### config.mk
export PLATFORM = sky130hd
export DESIGN_NAME = oale_cell
export DESIGN_NICKNAME = d
export VERILOG_FILES = /design/src/hdl/oale_pkg.sv /design/src/hdl/oale_cell.sv
export SDC_FILE = /design/constraint.sdc
export NUM_CORES = 1
export LEC_CHECK = 0
export ABC_AREA = 1
export BUFFER_PORTS_ARGS = -buffer_cell sky130_fd_sc_hd__buf_2
export CAP_MARGIN = 5
export CORE_AREA = 10 10 110 112
export DETAILED_ROUTE_END_ITERATION = 7
export DIE_AREA = 0 0 120 122
export GPL_ROUTABILITY_DRIVEN = 0
export PLACE_DENSITY = 0.86
export SETUP_SLACK_MARGIN = 0.02
export SLEW_MARGIN = 15
export SYNTH_ARGS = -nofsm -noshare
export SYNTH_HDL_FRONTEND = slang
export SYNTH_SLANG_ARGS = --single-unit
### constraint.sdc
create_clock -name clk -period 4.9 [get_ports clk]
set_input_delay 0.245 -clock clk [delete_from_list [all_inputs] [get_ports clk]]
set_output_delay 0.245 -clock clk [all_outputs]
set_load 0.05 [all_outputs]
### src/hdl/oale_pkg.sv
package oale_pkg;

  // Field widths of one item.
  localparam int NUM_W = 32;
  localparam int SCORE_W = 24;
  // Position and count width, enough for the largest list.
  localparam int POS_W = 11;
  localparam int DEFAULT_CAPACITY = 64;

  typedef enum logic [3:0] {
    K_ADD_TAIL   = 4'd0,
    K_PUSH_FRONT = 4'd1,
    K_POP_BACK   = 4'd2,
    K_TAKE_HEAD  = 4'd3,
    K_INSERT_AT  = 4'd4,
    K_DELETE_AT  = 4'd5,
    K_FIND       = 4'd6,
    K_DEL_SCORE  = 4'd7,
    K_SORT       = 4'd8,
    K_REVERSE    = 4'd9,
    K_CLEAR      = 4'd10,
    K_READ_AT    = 4'd11
  } kind_t;

  typedef enum logic [2:0] {
    S_OK       = 3'd0,
    S_FULL     = 3'd1,
    S_EMPTY    = 3'd2,
    S_BADPOS   = 3'd3,
    S_NOTFOUND = 3'd4
  } status_t;

  typedef enum logic [2:0] {
    ST_IDLE,
    ST_SCAN,
    ST_SORT,
    ST_REV,
    ST_ROT,
    ST_FIN
  } state_t;

  // What every cell does on a clock edge.
  typedef enum logic [2:0] {
    OP_HOLD,
    OP_ROT,
    OP_INS,
    OP_DEL,
    OP_SORT,
    OP_REV
  } cell_op_t;

  typedef struct packed {
    cell_op_t                  op;
    logic [POS_W-1:0]          pos;
    logic [POS_W-1:0]          cnt;
    logic                      parity;
    logic signed [NUM_W-1:0]   new_num;
    logic signed [SCORE_W-1:0] new_score;
  } cell_cmd_t;

endpackage

### src/hdl/oale_cell.sv
module oale_cell #(
  parameter int IDX = 0,
  parameter int CAPACITY = oale_pkg::DEFAULT_CAPACITY
) (
  input  logic                               clk,
  input  oale_pkg::cell_cmd_t                cmd,
  input  logic signed [oale_pkg::NUM_W-1:0]   left_num,
  input  logic signed [oale_pkg::SCORE_W-1:0] left_score,
  input  logic signed [oale_pkg::NUM_W-1:0]   right_num,
  input  logic signed [oale_pkg::SCORE_W-1:0] right_score,
  input  logic signed [oale_pkg::NUM_W-1:0]   mirror_num,
  input  logic signed [oale_pkg::SCORE_W-1:0] mirror_score,
  output logic signed [oale_pkg::NUM_W-1:0]   num,
  output logic signed [oale_pkg::SCORE_W-1:0] score
);

  localparam logic [oale_pkg::POS_W-1:0] MY_IDX = oale_pkg::POS_W'(IDX);
  localparam logic [oale_pkg::POS_W-1:0] NEXT_IDX = oale_pkg::POS_W'(IDX + 1);
  localparam bit IS_FIRST = (IDX == 0);
  localparam bit IS_LAST = (IDX == CAPACITY - 1);
  localparam logic MY_PAR = 1'(IDX % 2);

  logic signed [oale_pkg::NUM_W-1:0]   num_r, num_nxt;
  logic signed [oale_pkg::SCORE_W-1:0] score_r, score_nxt;
  logic pair_left;

  // Select the next record from this cell or a neighbor.
  always_comb begin
    num_nxt = num_r;
    score_nxt = score_r;
    pair_left = (MY_PAR == cmd.parity);
    unique case (cmd.op)
      oale_pkg::OP_HOLD: ;
      oale_pkg::OP_ROT: begin
        num_nxt = right_num;
        score_nxt = right_score;
      end
      oale_pkg::OP_INS: begin
        if (!IS_FIRST && MY_IDX > cmd.pos) begin
          num_nxt = left_num;
          score_nxt = left_score;
        end else if (MY_IDX == cmd.pos) begin
          num_nxt = cmd.new_num;
          score_nxt = cmd.new_score;
        end
      end
      oale_pkg::OP_DEL: begin
        if (!IS_LAST && MY_IDX >= cmd.pos) begin
          num_nxt = right_num;
          score_nxt = right_score;
        end
      end
      oale_pkg::OP_SORT: begin
        // Compare-exchange with the partner cell; strict order keeps it stable.
        if (pair_left) begin
          if (!IS_LAST && NEXT_IDX < cmd.cnt && score_r < right_score) begin
            num_nxt = right_num;
            score_nxt = right_score;
          end
        end else if (!IS_FIRST && MY_IDX < cmd.cnt && left_score < score_r) begin
          num_nxt = left_num;
          score_nxt = left_score;
        end
      end
      oale_pkg::OP_REV: begin
        num_nxt = mirror_num;
        score_nxt = mirror_score;
      end
      default: ;
    endcase
  end

  always_ff @(posedge clk) begin
    num_r <= num_nxt;
    score_r <= score_nxt;
  end

  assign num = num_r;
  assign score = score_r;

endmodule

==> flow_metrics.tcl, run 1 <==
set metrics [dict create \
    run_status "complete, no violations" \
    boundaryPins 307 \
    worstSetupPathType "reg -> reg" \
    placed_cell_area_um2 4820 \
    drv_cap 0 \
    setup_tns_ns 0 \
    grt.busiest_layer "met2" \
    max-clock-path-buffers 2 \
    synth.most_common_cell "nand2_1" \
    synth-main-ff-cell "edfxtp_1" \
    synth-xor-area-share_pct 0 \
    worstHoldPathType "in -> reg" \
    rows 37 \
    drive_above_1_share_pct 39.2 \
    grt_max_degree 57 \
    die_x_um 120 \
    port-buffer-count 249 \
    cp.arrival_ns 2.87 \
    synth_area_leader_cell "edfxtp_1" \
    clk_latency_ns 0.31 \
    r2r-start "score[23]$_DFFE_PP_" \
    cp-startpoint "score[23]$_DFFE_PP_" \
    ctsHoldBuffers 0 \
    cts_tree "built" \
    synthAdderAreaFrac_pct 8.32 \
    grtUsageMet2_pct 29.8 \
    die_h_um 122 \
    wl_um 12400 \
    vias 3722 \
    r2r_setup_slack_ns 1.98 \
    dr.pass1.iters 4 \
    final_nets 946 \
    htree_levels 2 \
    peakVddDrop_uv 114 \
    groute.layer.met3.usage_pct 6.34 \
    synth-compound-area-share_pct 2.02 \
    track_usage_pct 16.0 \
    r2r-end "num[12]$_DFFE_PP_" \
    leakagePower_nw 2.59 \
    max_freq_mhz 343 \
    postCtsSetupBuffers 0 \
    wl_per_cell_um 15.3 \
    grt_pass1_vias 3894 \
    finalSetupViolations 0 \
    critPathMaxFanout 41 \
    antenna_left 0 \
    synthTopCellsByArea "edfxtp_1, nand2_1, nand3_1" \
    clk_pin_slew_ns 0.10 \
    core_area_um2 10000 \
    grt_overflow_total 0 \
    timing.slew.headroom_pct 58.4 \
    synth.top_cells.by_count "nand2_1, nand3_1, edfxtp_1" \
    crit_path_end "num[12]$_DFFE_PP_" \
    fin_skew_ns 0.00993 \
    powerDensity_nw_per_um2 252 \
    synth_edf_count 56 \
    fin_crit_sh_pct 59.6 \
    synth_top_area_share_pct 48.6 \
    netlist_instances 430 \
    rsz0062_at_grt "no" \
    yosys_warnings 0 \
    synth.area.mux_share_pct 0 \
    synth_area_um2 3460 \
    endpoint_kind "flop" \
    root_buffer "clkbuf_8" \
    dieArea_um2 14600 \
    syn_area_per_cell_um2 8.05 \
    synth_fp_nets 704 \
    grt_pass1_wl_um 18900 \
    cts_resized 0 \
    slew_violations 0 \
    place_inst 801 \
    grt_use_met1_pct 16.3 \
    fin_area_um2 4910 \
    crit_required_ns 4.85 \
    ys_seq_area_share_pct 48.6 \
    post-route-min-period_ns 2.92 \
    r2r_cells 10 \
    synth-simple-area-share_pct 33.7 \
    tightestPinTransition_ns 0.624 \
    initial_core_util_pct 34.5 \
    synth_top_family_by_area "simple AND/OR/NAND/NOR gates" \
    dpl.hpwl_um 9960 \
    finalPower_w 0.00124 \
    final_cells 810 \
    antenna_found_initial 1 \
    synth_seq_cells 56 \
    startpoint_type "flop" \
    clkSinkCount 56 \
    cts_made_buffers 5 \
    synth_cell_types 20 \
    ys_async_sr_fraction_pct 0 \
    viasPerCell 4.60 \
    first_iter_violations 149 \
    route.detailed.drc 0 \
    hold_viol 0 \
    area_growth_syn_to_layout_pct 41.8 \
]
flip-flops by register name, summed over array words and instances, names as in the netlist:
signal and count:
score 24, num 32
final cells by class:
cell class	instances	area (µm²)
Fill cell	998	5140
Multi-Input combinational cell	319	1550
Antenna cell	1	2.50
Tap cell	136	170
Timing Repair Buffer	253	1280
Inverter	37	139
Clock inverter	2	11.3
Sequential cell	56	1680
Clock buffer	6	72.6
cells by family after synthesis:
kind of cell	Yosys count
flip-flops	56
adder cells (fa/ha/maj)	23
AND/OR/NAND/NOR	284
AO/OA/AOI/OAI	12
buffers and inverters	55
stage by stage:
stage               hold WS, ns  worst slack [ns]  utilization (%)
floorplan                 0.435            0.0526                -
global placement          0.521              1.99             48.0
detailed placement        0.524              1.94             48.0
CTS                       0.190              1.94             48.8
global route              0.201              1.63             48.8
finish                    0.207              1.98             48.8
critical path: stages, from the launching register on:
cell	delay (ns)
edfxtp_1	0.41
ha_1	0.35
a21o_1	0.21
nor2_1	0.10
nand2_1	0.05
a21oi_1	0.15
nand2_1	0.09
nand2_1	0.06
nand3_1	0.10
a21oi_4	0.46
buf_4	0.57
worst min-delay path by stage:
stage | cells past startpoint | slack, ns | end | from
after floorplan | 2 | 0.43 | num[0]$_DFFE_PP_ | right_num[0]
after global placement | 3 | 0.52 | num[23]$_DFFE_PP_ | right_num[23]
after detailed placement | 3 | 0.52 | num[9]$_DFFE_PP_ | right_num[9]
after CTS | 3 | 0.19 | num[23]$_DFFE_PP_ | right_num[23]
after global routing | 3 | 0.20 | num[16]$_DFFE_PP_ | right_num[16]
final | 3 | 0.21 | num[9]$_DFFE_PP_ | right_num[9]
where the power goes:
| group | internal (W) | switching, W | total (W) |
|---|---|---|---|
| registers | 0.000578 | 0.0000139 | 0.000592 |
| clock network | 0.0000997 | 0.000147 | 0.000247 |
| logic | 0.000129 | 0.000269 | 0.000398 |
metal layers:
metal  vias up  wire length, µm
met5         -                0
met4         0              189
met3        17             1200
met2       172             6360
met1      1644             4660
li1       1889                -
layout by cell type (no fill, tap or decap), drive strengths merged:
| cell | count |
|---|---|
| nand4 | 1 |
| o22ai | 1 |
| diode | 1 |
| a41oi | 1 |
| a21o | 2 |
| a21oi | 8 |
| nor2 | 13 |
| nor4 | 4 |
| ha | 23 |
| clkinv | 1 |
| clkinvlp | 1 |
| inv | 37 |
| nand2 | 203 |
| edfxtp | 56 |
| buf | 253 |
| nor3 | 3 |
| nand3 | 60 |
| clkbuf | 6 |
(Power assumes the default switching activity.)
==> run 2, diff against run 1 <==
==> constraint.sdc (replaced) <==
create_clock -name clk -period 2.83 [get_ports clk]
set_input_delay 0.1415 -clock clk [delete_from_list [all_inputs] [get_ports clk]]
set_output_delay 0.1415 -clock clk [all_outputs]
set_load 0.05 [all_outputs]
==> flow_metrics.tcl, run 2 (synthesized netlist as in run 1, its figures left out) <==
set metrics [dict create \
    first_iter_violations 174 \
    dr.pass1.iters 5 \
    diodes 0 \
    track_usage_pct 15.5 \
    dpl.hpwl_um 9940 \
    cp.arrival_ns 2.36 \
    clk_latency_ns 0.32 \
    hold_viol 0 \
    fill_cells 1008 \
    clkSinkCount 56 \
    timing.slew.headroom_pct 53.5 \
    grt_max_degree 57 \
    place_inst 802 \
    drv_cap 0 \
    root_buffer "clkbuf_8" \
    max_freq_mhz 421 \
    cts_resized 0 \
    slew_violations 0 \
    ctsHoldBuffers 0 \
    finalSetupViolations 0 \
    critPathMaxFanout 24 \
    grt_overflow_total 0 \
    fin_skew_ns 0.0128 \
    mostFrequentLayoutCell "buf_2" \
    antenna_left 0 \
    peakVddDrop_uv 249 \
    layout_common_cells "buf_2, nand2_1, nand3_1, edfxtp_1, inv_1" \
    max-clock-path-buffers 2 \
    leakagePower_nw 2.62 \
    crit_required_ns 2.82 \
    groute.layer.met3.usage_pct 5.46 \
    htree_levels 2 \
    endpoint_kind "flop" \
    antenna_found_initial 1 \
    postCtsSetupBuffers 0 \
    dieArea_um2 14600 \
    cts_made_buffers 5 \
    fin_area_um2 4960 \
    grt_pass1_vias 3791 \
    rsz0062_at_grt "no" \
    placed_cell_area_um2 4870 \
    cts_tree "built" \
    finalCoreUtilization_pct 49.4 \
    boundaryPins 307 \
    clk_pin_slew_ns 0.11 \
    viasPerCell 4.60 \
    tightestPinTransition_ns 0.696 \
    largest_reg_flops 32 \
    vias 3722 \
    final_nets 947 \
    final_cells 810 \
    grt.busiest_layer "met2" \
    startpoint_type "flop" \
    worstHoldPathType "in -> reg" \
    route.detailed.drc 0 \
    worstSetupPathType "reg -> reg" \
    grt_pass1_wl_um 18500 \
    grt_use_met1_pct 16.0 \
    run_status "complete, no violations" \
    area_growth_syn_to_layout_pct 43.4 \
    die_h_um 122 \
    initial_core_util_pct 34.5 \
    fin_crit_sh_pct 83.9 \
    die_x_um 120 \
    wl_um 12300 \
    rows 37 \
    powerDensity_nw_per_um2 439 \
    drive_above_1_share_pct 40.1 \
    port-buffer-count 249 \
    post-route-min-period_ns 2.37 \
    core_area_um2 10000 \
    grtUsageMet2_pct 29.4 \
    wl_per_cell_um 15.1 \
]
-- run 2: cell count changes in the layout (fill, tap and decap cells not counted), sizes merged --
cell / delta
clkbuf: -1
diode: -1
inv: +1
buf: +1
-- run 2: routing by layer --
metal / wire [µm] / up-vias
li1: - / 1894
met1: 4680 / 1641
met2: 6320 / 172
met3: 1130 / 13
met4: 132 / 2
met5: 7 / -
-- run 2: where the power goes --
group / internal [W] / switching [W] / leakage, nW
clock network: 0.000177 / 0.000278 / 0.0445
registers: 0.00100 / 0.0000236 / 0.536
logic: 0.000233 / 0.000467 / 2.04
-- run 2: through the flow --
stage / power, W / setup WS, ns / hold WS, ns / TNS (ns)
finish: 0.00218 / 0.456 / 0.0917 / 0
global route: 0.00231 / 0.279 / 0.0878 / 0
CTS: 0.00220 / 0.419 / 0.0843 / 0
detailed placement: 0.00175 / 0.435 / 0.420 / 0
global placement: 0.00174 / 0.443 / 0.418 / 0
floorplan: 0.00148 / -0.164 / 0.331 / -9.16
-- run 2: area by class of cell --
class / instances / area [µm²] / share of cell area, %
Timing Repair Buffer: 254 / 1310 / 26.4
Inverter: 37 / 139 / 2.80
Clock buffer: 5 / 68.8 / 1.39
Multi-Input combinational cell: 319 / 1570 / 31.7
Clock inverter: 3 / 21.3 / 0.429
Sequential cell: 56 / 1680 / 33.9
Tap cell: 136 / 170 / 3.43
-- run 2: worst max-delay path, stage by stage (launching register included) --
cell and delay (ns):
edfxtp_1 0.42, ha_1 0.32, nand2_1 0.08, nand2_1 0.06, nand2_1 0.09, nand2_1 0.05
nand2_1 0.05, nand2_1 0.09, a21oi_2 0.16, nand2_1 0.06, nand2_1 0.07, nand3_2 0.08
a21oi_4 0.19, buf_4 0.34
-- run 2: path summary, 6_finish.rpt --
check,startpoint,endpoint,slack [ns],depth (start not counted)
min reg2reg,score[23]$_DFFE_PP_,score[11]$_DFFE_PP_,1.11,5
min,right_num[5],num[5]$_DFFE_PP_,0.09,3
max reg2reg,score[9]$_DFFE_PP_,score[7]$_DFFE_PP_,0.46,13
max,score[9]$_DFFE_PP_,score[7]$_DFFE_PP_,0.46,13
